## src/sv/srpp_pkg.sv

```systemverilog
// ----------------------------------------------------------------------------
// srpp_pkg
// Shared types and constants for the sensor reply packet parser.
// ----------------------------------------------------------------------------
package srpp_pkg;

    localparam logic [7:0] HDR_BYTE0 = 8'hEF;
    localparam logic [7:0] HDR_BYTE1 = 8'h01;

    // packet positions counted from the first header byte
    localparam int POS_ID      = 6;
    localparam int POS_LEN_LO  = 8;
    localparam int POS_CONFIRM = 9;
    localparam int POS_WORD_HI = 10;
    localparam int POS_WORD_LO = 11;

    localparam logic [8:0] TICK_SAT = 9'h1FF;

    typedef enum logic [1:0] {
        CMD_START = 2'd0,
        CMD_BYTE  = 2'd1,
        CMD_TICK  = 2'd2,
        CMD_ABORT = 2'd3
    } t_cmd;

    typedef enum logic [2:0] {
        ST_OK       = 3'd0,
        ST_CHECKSUM = 3'd1,
        ST_TIMEOUT  = 3'd2,
        ST_OVERFLOW = 3'd3,
        ST_ABORTED  = 3'd4
    } t_status;

    typedef enum logic [1:0] {
        PH_HUNT = 2'd0,
        PH_HEAD = 2'd1,
        PH_DATA = 2'd2
    } t_phase;

    typedef struct packed {
        t_cmd       cmd;
        logic [7:0] rx_byte;
        logic [7:0] max_ticks;
    } t_item;

    typedef struct packed {
        t_status     status;
        logic [6:0]  byte_count;
        logic [7:0]  packet_id;
        logic [7:0]  confirm_code;
        logic [15:0] reply_word;
        logic [15:0] length_field;
    } t_result;

endpackage

```

## src/sv/srpp_in_stage.sv

```systemverilog
// ----------------------------------------------------------------------------
// srpp_in_stage
// Input register: holds one request until the parser core takes it.
// ----------------------------------------------------------------------------
module srpp_in_stage
    import srpp_pkg::*;
(
    input  logic  i_clk,
    input  logic  i_rst_n,
    input  logic  i_valid,
    output logic  o_ready,
    input  t_item i_item,
    input  logic  i_advance,
    output logic  o_valid,
    output t_item o_item
);

    logic  r_valid;
    t_item r_item;

    assign o_ready = !r_valid || i_advance;
    assign o_valid = r_valid;
    assign o_item  = r_item;

    always_ff @(posedge i_clk) begin
        if (!i_rst_n) begin
            r_valid <= 1'b0;
        end else if (o_ready) begin
            r_valid <= i_valid;
        end
    end

    always_ff @(posedge i_clk) begin
        if (o_ready && i_valid) begin
            r_item <= i_item;
        end
    end

endmodule

```

## src/sv/srpp_core.sv

```systemverilog
// ----------------------------------------------------------------------------
// srpp_core
// Packet state and single-pass update: header hunt, field capture,
// checksum, tick limit and end-of-transaction report.
// ----------------------------------------------------------------------------
module srpp_core
    import srpp_pkg::*;
#(
    parameter int MAX_BYTES = 80
) (
    input  logic    i_clk,
    input  logic    i_rst_n,
    input  logic    i_step,
    input  t_item   i_item,
    output logic    o_res_valid,
    output t_result o_res
);

    localparam int IW = $clog2(MAX_BYTES + 1);
    localparam logic [IW-1:0] IDX_MAX = IW'(MAX_BYTES);

    logic          r_active,   n_active;
    t_phase        r_phase,    n_phase;
    logic [IW-1:0] r_idx,      n_idx;
    logic [15:0]   r_sum,      n_sum;
    logic [15:0]   r_len,      n_len;
    logic          r_len_ok,   n_len_ok;
    logic [7:0]    r_prev,     n_prev;
    logic [7:0]    r_id,       n_id;
    logic [7:0]    r_confirm,  n_confirm;
    logic [15:0]   r_word,     n_word;
    logic [8:0]    r_ticks,    n_ticks;
    logic [7:0]    r_limit,    n_limit;

    logic          res_valid;
    t_status       res_status;
    logic [7:0]    b;
    logic [IW-1:0] idx_inc;
    logic [15:0]   net_sum;
    logic [15:0]   got_sum;
    logic          at_end;

    assign b       = i_item.rx_byte;
    assign idx_inc = r_idx + IW'(1);
    assign got_sum = {r_prev, b};

    always_comb begin
        n_active   = r_active;
        n_phase    = r_phase;
        n_idx      = r_idx;
        n_sum      = r_sum;
        n_len      = r_len;
        n_len_ok   = r_len_ok;
        n_prev     = r_prev;
        n_id       = r_id;
        n_confirm  = r_confirm;
        n_word     = r_word;
        n_ticks    = r_ticks;
        n_limit    = r_limit;
        res_valid  = 1'b0;
        res_status = ST_OK;
        net_sum    = '0;
        at_end     = 1'b0;

        if (i_step) begin
            if (i_item.cmd == CMD_START) begin
                n_active  = 1'b1;
                n_phase   = PH_HUNT;
                n_idx     = '0;
                n_sum     = '0;
                n_len     = '0;
                n_len_ok  = 1'b0;
                n_prev    = '0;
                n_id      = '0;
                n_confirm = '0;
                n_word    = '0;
                n_ticks   = '0;
                n_limit   = i_item.max_ticks;
            end else if (r_active) begin
                unique case (i_item.cmd)
                    CMD_BYTE: begin
                        n_prev = b;
                        if (r_phase == PH_DATA) begin
                            n_idx = idx_inc;
                            if (idx_inc >= IW'(POS_ID)) begin
                                n_sum = r_sum + {8'd0, b};
                            end
                            if (idx_inc == IW'(POS_ID)) begin
                                n_id = b;
                            end
                            if (idx_inc == IW'(POS_LEN_LO)) begin
                                n_len    = {r_prev, b};
                                n_len_ok = 1'b1;
                            end
                            if (idx_inc == IW'(POS_CONFIRM)) begin
                                n_confirm = b;
                            end
                            if (idx_inc == IW'(POS_WORD_HI)) begin
                                n_word[15:8] = b;
                            end
                            if (idx_inc == IW'(POS_WORD_LO)) begin
                                n_word[7:0] = b;
                            end
                            // checksum bytes were summed too, take them back out
                            net_sum = n_sum - {8'd0, r_prev} - {8'd0, b};
                            at_end  = n_len_ok && ({{(17-IW){1'b0}}, idx_inc} ==
                                                   ({1'b0, n_len} + 17'd8));
                            if (at_end) begin
                                res_valid  = 1'b1;
                                res_status = (net_sum == got_sum) ? ST_OK : ST_CHECKSUM;
                            end else if (idx_inc >= IDX_MAX) begin
                                res_valid  = 1'b1;
                                res_status = ST_OVERFLOW;
                            end
                        end else begin
                            // 0xef always restarts the header while hunting
                            if (b == HDR_BYTE0) begin
                                n_phase = PH_HEAD;
                                n_idx   = '0;
                            end else if (r_phase == PH_HEAD) begin
                                if (b == HDR_BYTE1) begin
                                    n_phase = PH_DATA;
                                    n_idx   = IW'(1);
                                end else begin
                                    n_phase = PH_HUNT;
                                    n_idx   = '0;
                                end
                            end
                        end
                    end
                    CMD_TICK: begin
                        if (r_ticks != TICK_SAT) begin
                            n_ticks = r_ticks + 9'd1;
                        end
                        if (n_ticks > {1'b0, r_limit}) begin
                            res_valid  = 1'b1;
                            res_status = ST_TIMEOUT;
                        end
                    end
                    default: begin
                        res_valid  = 1'b1;
                        res_status = ST_ABORTED;
                    end
                endcase
                if (res_valid) begin
                    n_active = 1'b0;
                end
            end
        end
    end

    assign o_res_valid         = res_valid;
    assign o_res.status        = res_status;
    assign o_res.byte_count    = 7'(n_idx);
    assign o_res.packet_id     = n_id;
    assign o_res.confirm_code  = n_confirm;
    assign o_res.reply_word    = n_word;
    assign o_res.length_field  = n_len;

    always_ff @(posedge i_clk) begin
        if (!i_rst_n) begin
            r_active  <= 1'b0;
            r_phase   <= PH_HUNT;
            r_idx     <= '0;
            r_sum     <= '0;
            r_len     <= '0;
            r_len_ok  <= 1'b0;
            r_prev    <= '0;
            r_id      <= '0;
            r_confirm <= '0;
            r_word    <= '0;
            r_ticks   <= '0;
            r_limit   <= '0;
        end else begin
            r_active  <= n_active;
            r_phase   <= n_phase;
            r_idx     <= n_idx;
            r_sum     <= n_sum;
            r_len     <= n_len;
            r_len_ok  <= n_len_ok;
            r_prev    <= n_prev;
            r_id      <= n_id;
            r_confirm <= n_confirm;
            r_word    <= n_word;
            r_ticks   <= n_ticks;
            r_limit   <= n_limit;
        end
    end

endmodule

```

## src/sv/srpp_out_stage.sv

```systemverilog
// ----------------------------------------------------------------------------
// srpp_out_stage
// Result register: holds one report until the downstream side takes it.
// ----------------------------------------------------------------------------
module srpp_out_stage
    import srpp_pkg::*;
(
    input  logic    i_clk,
    input  logic    i_rst_n,
    input  logic    i_load,
    input  t_result i_res,
    output logic    o_free,
    output logic    o_valid,
    input  logic    i_ready,
    output t_result o_res
);

    logic    r_valid;
    t_result r_res;

    assign o_free  = !r_valid || i_ready;
    assign o_valid = r_valid;
    assign o_res   = r_res;

    always_ff @(posedge i_clk) begin
        if (!i_rst_n) begin
            r_valid <= 1'b0;
        end else if (o_free) begin
            r_valid <= i_load;
        end
    end

    always_ff @(posedge i_clk) begin
        if (o_free && i_load) begin
            r_res <= i_res;
        end
    end

endmodule

```

## src/sv/sensor_reply_packet_parser.sv

```systemverilog
// ----------------------------------------------------------------------------
// sensor_reply_packet_parser
// Parser for the reply packet of a serial sensor module.
// ----------------------------------------------------------------------------
// Takes one request per clock: start (latches the tick limit), received byte,
// timer tick or abort. Bytes hunt for the 0xef 0x01 header, then fill the
// address, packet id, length, payload and a 16-bit checksum summed from the
// id onward. One report leaves when a transaction ends: ok, checksum error,
// timeout, overflow at MAX_BYTES, or abort. Each request passes an input
// register and the parser logic into a result register. The block sustains
// one request per cycle while reports are taken; a stall on the result side
// holds back the input after one waiting report and one waiting request.
module sensor_reply_packet_parser
    import srpp_pkg::*;
#(
    parameter int MAX_BYTES = 80
) (
    input  logic        i_clk,
    input  logic        i_rst_n,
    input  logic        s_axis_tvalid,
    output logic        s_axis_tready,
    input  logic [15:0] s_axis_tdata,  // rx_byte, max_ticks
    input  logic [1:0]  s_axis_tuser,  // command
    output logic        m_axis_tvalid,
    input  logic        m_axis_tready,
    output logic [55:0] m_axis_tdata,  // byte_count, packet_id, confirm_code,
                                       // reply_word, length_field, zero pad
    output logic [2:0]  m_axis_tuser   // status
);

    t_item   in_item;
    t_item   core_item;
    logic    core_valid;
    logic    out_free;
    logic    advance;
    logic    res_valid;
    t_result res;
    t_result out_res;

    assign in_item.cmd       = t_cmd'(s_axis_tuser);
    assign in_item.rx_byte   = s_axis_tdata[7:0];
    assign in_item.max_ticks = s_axis_tdata[15:8];

    assign advance = core_valid && out_free;

    srpp_in_stage u_in (
        .i_clk     (i_clk),
        .i_rst_n   (i_rst_n),
        .i_valid   (s_axis_tvalid),
        .o_ready   (s_axis_tready),
        .i_item    (in_item),
        .i_advance (advance),
        .o_valid   (core_valid),
        .o_item    (core_item)
    );

    srpp_core #(
        .MAX_BYTES (MAX_BYTES)
    ) u_core (
        .i_clk       (i_clk),
        .i_rst_n     (i_rst_n),
        .i_step      (advance),
        .i_item      (core_item),
        .o_res_valid (res_valid),
        .o_res       (res)
    );

    srpp_out_stage u_out (
        .i_clk   (i_clk),
        .i_rst_n (i_rst_n),
        .i_load  (res_valid),
        .i_res   (res),
        .o_free  (out_free),
        .o_valid (m_axis_tvalid),
        .i_ready (m_axis_tready),
        .o_res   (out_res)
    );

    assign m_axis_tuser = out_res.status;
    assign m_axis_tdata = {1'b0, out_res.length_field, out_res.reply_word,
                           out_res.confirm_code, out_res.packet_id,
                           out_res.byte_count};

endmodule
```

## config.mk

```make
export PLATFORM = sky130hd
export DESIGN_NAME = sensor_reply_packet_parser
export DESIGN_NICKNAME = d
export VERILOG_FILES = /design/src/sv/srpp_pkg.sv /design/src/sv/srpp_in_stage.sv /design/src/sv/srpp_core.sv /design/src/sv/srpp_out_stage.sv /design/src/sv/sensor_reply_packet_parser.sv
export SDC_FILE = /design/constraint.sdc
export NUM_CORES = 1
export LEC_CHECK = 0
export BUFFER_PORTS_ARGS = -buffer_cell sky130_fd_sc_hd__buf_2
export CORE_ASPECT_RATIO = 1.1
export CORE_MARGIN = 10
export CORE_UTILIZATION = 25
export DETAILED_ROUTE_END_ITERATION = 12
export MAX_ROUTING_LAYER = met4
export PLACE_DENSITY = 0.52
export SLEW_MARGIN = 20
export SYNTH_ARGS = -nofsm -noshare
export SYNTH_HDL_FRONTEND = slang
export SYNTH_HIERARCHICAL = 1
export SYNTH_SLANG_ARGS = --single-unit
```

## constraint.sdc

```tcl
create_clock -name i_clk -period 4.6 [get_ports i_clk]
set_input_delay 0.23 -clock i_clk [delete_from_list [all_inputs] [get_ports i_clk]]
set_output_delay 0.23 -clock i_clk [all_outputs]
set_load 0.01 [all_outputs]
```

After elaboration in Yosys (flattened, before gate mapping)
Cells that the tools add are included.
- output and inout bits: 61
- logic and storage cells: 165
- bits of input ports: 22
- flip-flop bits (word level): 178
- add/sub/neg operators: 6
- muxes and demuxes: 96
- reductions and logical operators: 20
- equal/unequal tests: 15
- bitwise gates (word level): 2
- $lt $le $gt $ge: 3
- operators by type and width (cell ; count):
    2-to-1 mux 16 bit ; 26
    2-to-1 mux 8 bit ; 17
    2-to-1 mux 9 bit ; 8
    2-to-1 mux 7 bit ; 7
    subtractor 16 x 8 -> 16 bit ; 2
    == test 7 x 4 -> 1 bit, second input constant ; 4
    2-to-1 mux 1 bit ; 25
    2-to-1 mux 2 bit ; 9
    adder 16 x 4 -> 17 bit, second input constant ; 1
    == test 7 x 17 -> 1 bit ; 1
    adder 16 x 8 -> 16 bit ; 1
    == test 16 bit ; 1
    adder 9 x 1 -> 9 bit, second input constant ; 1
    > comparator 9 x 8 -> 1 bit ; 1
    != test 9 bit, second input constant ; 1
    == test 8 x 1 -> 1 bit, second input constant ; 1
    == test 8 bit, second input constant ; 1
    nonzero test 2 bit ; 4
    adder 7 x 1 -> 7 bit, second input constant ; 1
    == test 7 x 3 -> 1 bit, second input constant ; 1
    greater-or-equal comparator 7 x 3 -> 1 bit, second input constant ; 1
    greater-or-equal comparator 7 bit, second input constant ; 1
    2-to-1 mux 3 bit ; 2
    one-hot mux 3 bit (2 select lines) ; 1
    15 further kinds ; 24

Longest topological paths before layout
Gate-level depths: netlist of run 1.
- word-level depth: 21
- mapped depth: 22
- gate-level depth less buffers: 19

Modules after synthesis
Netlist of run 1, hierarchy kept.
- modules (own cells, without submodules) (module ; times used ; area each (um^2) ; cells an instance ; sequential area each (um^2)):
    srpp_core ; 1 ; 7262.0 ; 892 ; 2001.9
    srpp_out_stage ; 1 ; 1799.2 ; 63 ; 1761.7
    srpp_in_stage ; 1 ; 598.1 ; 23 ; 560.5
    sensor_reply_packet_parser ; 1 ; 17.5 ; 3 ; 0.0

Least setup slack after synthesis of run 1
No wires, ideal clock.
- path type: register to register
- start: register u_core.r_idx[0]
- end: register u_out.r_res (netlist bit u_out/o_res[55]) (data pin)
- data required time: 4.338 ns
- path buffers: 3
- setup time: 0.262 ns
- path slack: -0.016 ns
- data arrival time: 4.354 ns
- cell stages (with the launch flop): 22
- clock period less this slack: 4.616 ns
- cells stage by stage: dfxtp_1 -> ha_1 -> buf_2 -> nand3_1 -> a211o_1 -> a211oi_2 -> buf_6 -> clkbuf_1 -> nand2_1 -> o31ai_1 -> fa_1 -> ha_1 -> a21oi_1 -> o21ai_0 -> a21o_1 -> a21o_1 -> a21oi_1 -> xnor2_1 -> nand4_1 -> nor4_1 -> o2111a_1 -> a211oi_2
- cells in the longest elaborated chain, start to end: 15
- elaborated cells between the ends (all ways): 33
- those cells by class: add/sub: 4; order compare: 2; eq/ne: 3; mux: 23; reduce/logical: 1
- ends and longest elaborated chain (what ; RTL line ; text):
    from (decl) ; srpp_core.sv:24 ; logic [IW-1:0] r_idx, n_idx;
    from (signal assigned) ; srpp_core.sv:177 ; r_idx <= n_idx;
    adder 7 x 1 -> 7 bit (*) ; srpp_core.sv:44 ; assign idx_inc = r_idx + IW'(1);
    greater-or-equal comparator 7 x 3 -> 1 bit ; srpp_core.sv:85 ; if (idx_inc >= IW'(POS_ID)) begin
    2-to-1 mux 16 bit ; srpp_core.sv:85 ;
    2-to-1 mux 16 bit ; srpp_core.sv:83 ; if (r_phase == PH_DATA) begin
    2-to-1 mux 16 bit ; srpp_core.sv:80 ; unique case (i_item.cmd)
    2-to-1 mux 16 bit ; srpp_core.sv:79 ; end else if (r_active) begin
    2-to-1 mux 16 bit ; srpp_core.sv:66 ; if (i_item.cmd == CMD_START) begin
    2-to-1 mux 16 bit ; srpp_core.sv:65 ; if (i_step) begin
    subtractor 16 x 8 -> 16 bit (2 in series) ; srpp_core.sv:105 ; net_sum = n_sum - {8'd0, r_prev} - {8'd0, b};
    == test 16 bit ; srpp_core.sv:110 ; res_status = (net_sum == got_sum) ? ST_OK : ST_CHECKSUM;
    2-to-1 mux 1 bit ; srpp_core.sv:110 ;
    2-to-1 mux 3 bit (*) ; srpp_core.sv:108 ; if (at_end) begin
    2-to-1 mux 3 bit (*) ; srpp_core.sv:83 ;
    one-hot mux 3 bit (2 select lines) (*) ; srpp_core.sv:80 ;
    to (signal assigned) ; srpp_out_stage.sv:35 ; r_res <= i_res;
    to (decl) ; srpp_out_stage.sv:19 ; t_result r_res;
Mark *: on every way between the ends. The rest lies on a longest branch, timed or not. The select of a mux whose other input is x is not followed.
A chain may end at the register's enable or synchronous reset.

Final worst setup path of run 1
- start: register u_core.r_idx[1]
- end: register u_out.r_res (netlist bit u_out/o_res[55]) (data pin)
Same word-level chain as after synthesis.

==> results of run 1 <==
==> path summary, 6_finish.rpt <==
path | from | to | cells past startpoint
setup / recovery | u_core/r_idx[1]$_SDFF_PN0_ | u_out/o_res[55]$_DFFE_PP_ | 18
hold / removal | s_axis_tvalid | u_in/o_valid$_SDFFE_PN0P_ | 3
setup reg to reg | u_core/r_idx[1]$_SDFF_PN0_ | u_out/o_res[55]$_DFFE_PP_ | 18
hold reg to reg | u_core/r_limit[3]$_SDFFE_PN0P_ | u_core/r_limit[3]$_SDFFE_PN0P_ | 2
==> metrics by stage <==
stage / area (µm²) / setup TNS (ns)
floorplan: 9680 / 0
global placement: 10900 / -0.0379
detailed placement: 10900 / -0.103
CTS: 11800 / 0
global route: 12200 / -2.18
finish: 12200 / 0
==> critical path, delay by kind of cell (launching register included) <==
| kind | cells | cell delay, ns |
|---|---|---|
| buf+inv | 2 | 0.30 |
| flops | 1 | 0.37 |
| xor+xnor | 1 | 0.13 |
| mux | 1 | 0.31 |
| simple gates | 2 | 0.45 |
| fa+ha+maj | 2 | 0.79 |
| compound gates | 10 | 2.00 |
==> where the power goes <==
group          switching (mW)  leakage (nW)  total (mW)  internal (mW)
clock network           0.747         0.305        1.54          0.792
registers              0.0127          1.41        1.67           1.66
logic                   0.158          2.64       0.272          0.114
==> flip-flops by register name, summed over array words and instances, names as in the netlist, 7 cells and up <==
register / count
u_core/r_limit: 8
u_in/o_item: 18
u_core/r_sum: 16
u_core/r_prev: 8
u_core/r_word: 16
u_core/r_id: 8
u_core/r_confirm: 8
u_out/o_res: 58
u_core/r_len: 16
u_core/r_ticks: 9
u_core/r_idx: 7
==> layout by cell type (no fill, tap or decap), types with 9 or more instances in the layout <==
| cell | count |
|---|---|
| a21oi_1 | 24 |
| mux2i_1 | 13 |
| edfxtp_1 | 76 |
| clkbuf_16 | 21 |
| xor2_1 | 15 |
| a21boi_0 | 15 |
| o21a_1 | 11 |
| dlygate4sd3_1 | 18 |
| xnor2_1 | 39 |
| nor3_1 | 13 |
| nand3_1 | 19 |
| dfxtp_1 | 100 |
| a22oi_1 | 48 |
| and3_1 | 9 |
| nor2_1 | 56 |
| o2bb2ai_1 | 23 |
| buf_4 | 56 |
| a22o_1 | 26 |
| nor2b_1 | 29 |
| o21ai_0 | 32 |
| ha_1 | 31 |
| buf_2 | 80 |
| inv_1 | 37 |
| and2_1 | 67 |
| a21o_1 | 10 |
| nand2_1 | 77 |
| nand4_1 | 16 |
==> cells by family after synthesis <==
group	Yosys count	synth area share (%)
AND/OR/NAND/NOR	329	17.9
AO/OA/AOI/OAI	256	19.4
flip-flops	178	44.7
buffers and inverters	96	4.12
XOR/XNOR	58	5.47
adder cells (fa/ha/maj)	44	6.39
multiplexers	19	2.03
other	1	0.0388
==> per-layer routing <==
| metal | up-vias | global-route usage [%] | routed length, µm |
|---|---|---|---|
| li1 | 3795 | - | - |
| met5 | - | - | 0 |
| met3 | 29 | 2.49 | 1370 |
| met4 | 0 | 3.02 | 529 |
| met2 | 202 | 19.8 | 13900 |
| met1 | 3846 | 14.9 | 12900 |
==> timing repair <==
item                                   CTS  global route
setup endpoints to repair                1            59
gates cloned                             0             6
endpoints found under the hold margin   18             0
hold buffers                            18             0
pin swaps                                1            29
buffers inserted                         2             9
gates resized for setup                  5            51
==> cell type report <==
type | count | area (µm²)
Clock buffer | 17 | 425
Clock inverter | 15 | 208
Fill cell | 3897 | 26000
Inverter | 38 | 143
Multi-Input combinational cell | 707 | 5160
Sequential cell | 178 | 4330
Tap cell | 500 | 626
Timing Repair Buffer | 171 | 1290
==> out/qor.txt, run 1 <==
status - completed
DP Worst Slack - -0.103 ns
vias in the first global route - 7663
clk root buf - clkbuf_16
min cycle time layout - 4.59 ns
Die W - 208 µm
diode count - 0
placer congestion estimate - 0.937
core area - 38200 µm²
LEAKAGE - 4.35 nW
max-cap violations - 0
Cell Area, Synth - 9680 µm²
top-area cell type share of the netlist area - 23.6%
Hold Vio Cnt, Final - 0
area growth from synthesis to layout - 25.9%
Initial Util - 25.3%
CP max stage cell - fa_2
# DRC - 0
PD cells - 286 nW/µm²
RSZ-0062 raised after global routing - true
Setup WS post-layout - 0.0110 ns
total number of vias - 7872
Initial DRC Count - 422
CP Class - reg -> reg
Detail Route Antenna Nets - 0
gr ovfl total - 0
total global-route track usage - 12.1%
most common flop cell mapped by yosys - dfxtp_1
Final setup viols - 0
register-to-register setup slack - 0.01 ns
critical path capture point type - register
final slew viol count - 0
synth warn - 6
Max VDD drop - 352 µV
Port Buffer Count - 81
Net Count, Synth - 1047
Non-Filler Instances - 1626
WHS - 0.0515 ns
transition time of the tightest slew-check pin - 0.903 ns
CTS tree - built
Die H - 226 µm
H-tree Lvls - 4
crit-path max cell delay - 0.41 ns
crit path DAT - 4.80 ns
flops & latches, synth - 178
crit share post-route - 99.8%
syn_area_per_cell - 9.86 µm²
clk_lat worst skew - 0.45 ns
cell with the most instances after synthesis - dfxtp_1
worst min path class - in -> reg
async set-or-reset flop fraction in the synthesized netlist - 0%
WL per Instance - 17.6 µm
row cnt - 75
Worst EP required - 4.81 ns
Area contributors post-synth - edfxtp_1, dfxtp_1, ha_1
number of flops mapped to enable cells by yosys - 76
fin util - 31.9%
Post-synth top cells - dfxtp_1, nand2_1, edfxtp_1
Seq/Total Area, Yosys - 44.7%
area of the die - 47000 µm²
DR pass1 iterations - 5
Power, Total - 3.48 mW
clock buffer count from CTS - 17
total wire length - 28700 µm
leading area contributor after synthesis - edfxtp_1
Post-DP HPWL - 19800 µm
initial antenna violation count - 0
Ports - 83
largest net degree at the start of global routing - 103
first-pass GRT wire length - 44000 µm
fin nets - 1179
Yosys cell types - 70
Slew headroom - 39.8%
Mapped Cells - 981
# clock sinks - 178
Bufs on Longest Clock Path - 2
CP cell instances - buf_12, a211o_1, a211o_1, a211oi_4, buf_4, mux2_4, fa_2, fa_2, a21oi_2, o21ai_1, a21o_1, a21o_1, a21oi_2, xnor2_1, nand4_1, nor4_2, o2111a_1, a211oi_2
crit path max fanout - 8
dpl cells - 1559
clock slew at reported path FFs - 0.08 ns
f_max - 0.218 GHz
DR vias/cell - 4.84
Worst setup SP type - register
ratio of cells with drive above 1 in the final layout - 21.8%
Layout Skew - 0.0151 ns
Note: power is estimated with default switching activity, not from simulation.
==> run 2: changes to the inputs <==
--- a/config.mk
+++ b/config.mk
@@ -15,5 +15,4 @@
 export SLEW_MARGIN = 20
 export SYNTH_ARGS = -nofsm -noshare
 export SYNTH_HDL_FRONTEND = slang
-export SYNTH_HIERARCHICAL = 1
 export SYNTH_SLANG_ARGS = --single-unit
==> run 2 against run 1 <==
  * Sequential share of layout area is 0.72 points higher
  * Via count is 2.2% lower
  * Critical path depth stayed put
  * Synthesized cell count is 1.2% higher
  * Sequential power hardly changed
  * Clock-buffer cell count stayed put
  * First-iteration DRC count is 5.5% lower
  * Maximum frequency is 1.3% higher
  * Routed wire length is 4.5% lower
  * Sequential cell count stayed put
==> out/qor.txt, run 2 <==
DR vias/cell - 4.73 (was 4.84)
Hold Vio Cnt, Final - 0 (unchanged)
Largest register FFs - 58 (unchanged)
Port Buffer Count - 81 (unchanged)
cell family with most CP delay - simple AND/OR/NAND/NOR gates (was compound AO/OA/AOI/OAI gates)
transition time of the tightest slew-check pin - 0.935 ns (was 0.903 ns)
Area contributors post-synth - edfxtp_1, dfxtp_1, and2_1 (was edfxtp_1, dfxtp_1, ha_1)
Mapped Cells - 993 (was 981)
Initial Util - 25.2% (was 25.3%)
CP cell instances - buf_4, a211o_4, a21oi_4, o2111a_2, mux2i_1, inv_1, ha_4, nand3_2, or4_4, or4_4, a21oi_2, o32ai_2, or4_4, a21o_1, and3_4, nor2_4, buf_12, clkbuf_16 (was buf_12, a211o_1, a211o_1, a211oi_4, buf_4, mux2_4, fa_2, fa_2, a21oi_2, o21ai_1, a21o_1, a21o_1, a21oi_2, xnor2_1, nand4_1, nor4_2, o2111a_1, a211oi_2)
Bufs on Longest Clock Path - 2 (unchanged)
reg2reg end - u_out.o_res[29]$_DFFE_PP_ (was u_out/o_res[55]$_DFFE_PP_)
largest net degree at the start of global routing - 71 (was 103)
clk_lat worst skew - 0.44 ns (was 0.45 ns)
max-cap violations - 0 (unchanged)
most common flop cell mapped by yosys - dfxtp_1 (unchanged)
# clock sinks - 178 (unchanged)
clock buffer count from CTS - 17 (unchanged)
diode count - 0 (unchanged)
hold path depth - 3 (unchanged)
DR pass1 iterations - 5 (unchanged)
cell with the most instances after synthesis - dfxtp_1 (unchanged)
crit path max fanout - 7 (was 8)
worst path bufs/invs - 4 (was 2)
CP max stage cell - or4_4 (was fa_2)
FF-to-FF path depth - 18 (unchanged)
Net Count, Synth - 1058 (was 1047)
area growth from synthesis to layout - 24.2% (was 25.9%)
gr ovfl total - 0 (unchanged)
Yosys cell types - 83 (was 70)
total global-route track usage - 11.8% (was 12.1%)
Ports - 83 (unchanged)
top-area cell type share of the netlist area - 23.7% (was 23.6%)
Hold EP - u_in.o_valid$_SDFFE_PN0N_ (was u_in/o_valid$_SDFFE_PN0P_)
critical path capture point type - register (unchanged)
clock slew at reported path FFs - 0.07 ns (was 0.08 ns)
core area - 38100 µm² (was 38200 µm²)
register-to-register setup slack - 0.07 ns (was 0.01 ns)
Post-synth top cells - dfxtp_1, nand2_1, edfxtp_1 (unchanged)
most frequent CP cell - or4_4
total number of vias - 7700 (was 7872)
syn_area_per_cell - 9.68 µm² (was 9.86 µm²)
Seq/Total Area, Yosys - 45.0% (was 44.7%)
most common cell after layout, fill and taps aside - dfxtp_1 (unchanged)
RSZ-0062 raised after global routing - true (unchanged)
initial antenna violation count - 0 (unchanged)
crit share post-route - 98.4% (was 99.8%)
placer congestion estimate - 0.846 (was 0.937)
Layout Skew - 0.0141 ns (was 0.0151 ns)
status - completed (unchanged)
number of flops mapped to enable cells by yosys - 76 (unchanged)
total wire length - 27400 µm (was 28700 µm)
hold path startpoint - s_axis_tvalid (unchanged)
Initial DRC Count - 399 (was 422)
Worst setup SP type - register (unchanged)
WHS - 0.0360 ns (was 0.0515 ns)
crit path DAT - 4.68 ns (was 4.80 ns)
vias in the first global route - 7480 (was 7663)
LEAKAGE - 4.34 nW (was 4.35 nW)
setup TNS - 0 ns (unchanged)
Slew headroom - 37.6% (was 39.8%)
clk root buf - clkbuf_16 (unchanged)
ratio of cells with drive above 1 in the final layout - 20.6% (was 21.8%)
Die W - 207 µm (was 208 µm)
Die H - 226 µm (about the same)
crit-path max cell delay - 0.56 ns (was 0.41 ns)
H-tree Lvls - 4 (unchanged)
f_max - 0.221 GHz (was 0.218 GHz)
filler cell count - 4005 (was 3897)
flops & latches, synth - 178 (unchanged)
first-pass GRT wire length - 42600 µm (was 44000 µm)
# DRC - 0 (unchanged)
Cell Area, Synth - 9620 µm² (was 9680 µm²)
CTS tree - built (unchanged)
Final setup viols - 0 (unchanged)
final slew viol count - 0 (unchanged)
WL per Instance - 16.8 µm (was 17.6 µm)
worst min path class - in -> reg (unchanged)
async set-or-reset flop fraction in the synthesized netlist - 0% (unchanged)
Post-DP HPWL - 19400 µm (was 19800 µm)
Worst EP required - 4.75 ns (was 4.81 ns)
area of the die - 46700 µm² (was 47000 µm²)
min cycle time layout - 4.53 ns (was 4.59 ns)
most frequent cells in the layout - dfxtp_1, nand2_1, buf_2 (was dfxtp_1, buf_2, nand2_1)
synth warn - 0 (was 6)
Detail Route Antenna Nets - 0 (unchanged)
row cnt - 75 (unchanged)
fin nets - 1181 (was 1179)
CP Class - reg -> reg (unchanged)
Max VDD drop - 223 µV (was 352 µV)
PD cells - 288 nW/µm² (was 286 nW/µm²)
Critical R2R Launch - u_core.r_idx[0]$_SDFF_PN0_ (was u_core/r_idx[1]$_SDFF_PN0_)
leading area contributor after synthesis - edfxtp_1 (unchanged)
[run 2: metrics by stage]
step / instance area (µm²) / std cells / utilization [%] / total power [mW] / setup slack [ns]
after floorplan: 9700 / 993 / - / 1.89 / -0.740
after global placement: 10800 / 1565 / 28.4 / 1.98 / 0.0857
after detailed placement: 10800 / 1565 / 28.5 / 1.99 / 0.00493
after CTS: 11600 / 1615 / 30.5 / 3.46 / 0.0120
after global routing: 11900 / 1629 / 31.3 / 3.58 / -0.103
final: 11900 / 1629 / 31.3 / 3.44 / 0.0715
[run 2: timing repair]
| action | CTS | global route |
|---|---|---|
| gates resized for setup | 0 | 30 |
| hold endpoints to repair | 18 | 0 |
| buffers inserted | 0 | 8 |
| hold buffers | 18 | 0 |
| setup endpoints to repair | 0 | 56 |
[run 2: worst max-delay path by stage]
stage	startpoint	endpoint	slack [ns]	cells after the start
after floorplan	u_core.r_idx[1]$_SDFF_PN0_	u_out.o_res[0]$_DFFE_PP_	-0.74	19
after global placement	u_core.r_idx[0]$_SDFF_PN0_	u_out.o_res[50]$_DFFE_PP_	0.09	17
after detailed placement	u_core.r_idx[0]$_SDFF_PN0_	u_out.o_res[55]$_SDFFCE_PP0P_	0.005	19
after CTS	u_core.r_idx[0]$_SDFF_PN0_	u_out.o_res[55]$_SDFFCE_PP0P_	0.01	19
after global routing	u_in.o_item[8]$_DFFE_PP_	u_out.o_res[55]$_SDFFCE_PP0P_	-0.10	23
final	u_core.r_idx[0]$_SDFF_PN0_	u_out.o_res[29]$_DFFE_PP_	0.07	18
[run 2: area by class of cell]
type / instances / area, µm² / share of cell area [%]
multi-input cells: 706 / 5010 / 41.9
well taps: 500 / 626 / 5.24
repair buffers: 168 / 1220 / 10.2
inverters: 45 / 169 / 1.41
clock buffers: 17 / 425 / 3.56
flip-flops and latches: 178 / 4330 / 36.3
clock inverters: 15 / 168 / 1.40
[run 2: cell families after synthesis]
group	Yosys count	synth area share, %
AND/OR/NAND/NOR	349	19.3
buffers and inverters	109	4.96
XOR/XNOR	60	5.47
adder cells (fa/ha/maj)	44	6.40
AO/OA/AOI/OAI	244	18.0
multiplexers	8	0.859
other	1	0.0390
flip-flops	178	45.0
[run 2: power by group]
| part | switching [mW] | total [mW] | leakage [nW] | internal [mW] |
|---|---|---|---|---|
| Sequential | 0.0110 | 1.67 | 1.41 | 1.66 |
| Clock | 0.733 | 1.46 | 0.286 | 0.731 |
| Combinational | 0.179 | 0.310 | 2.65 | 0.132 |
| Total | 0.923 | 3.44 | 4.34 | 2.52 |
[run 2: tightest hold or removal path, delay by kind of cell]
family                 cells  cell delay, ns
AOI/OAI and AO/OA          1            0.03
buffers and inverters      1            0.08
and+or+nand+nor            1            0.09
[run 2: routing by layer]
metal	track usage [%]	up-vias	part of all wire (%)
met5	-	-	0
met4	3.84	0	1.7
met3	1.62	30	4.2
met2	19.0	150	48
met1	15.1	3727	46
li1	-	3793	-
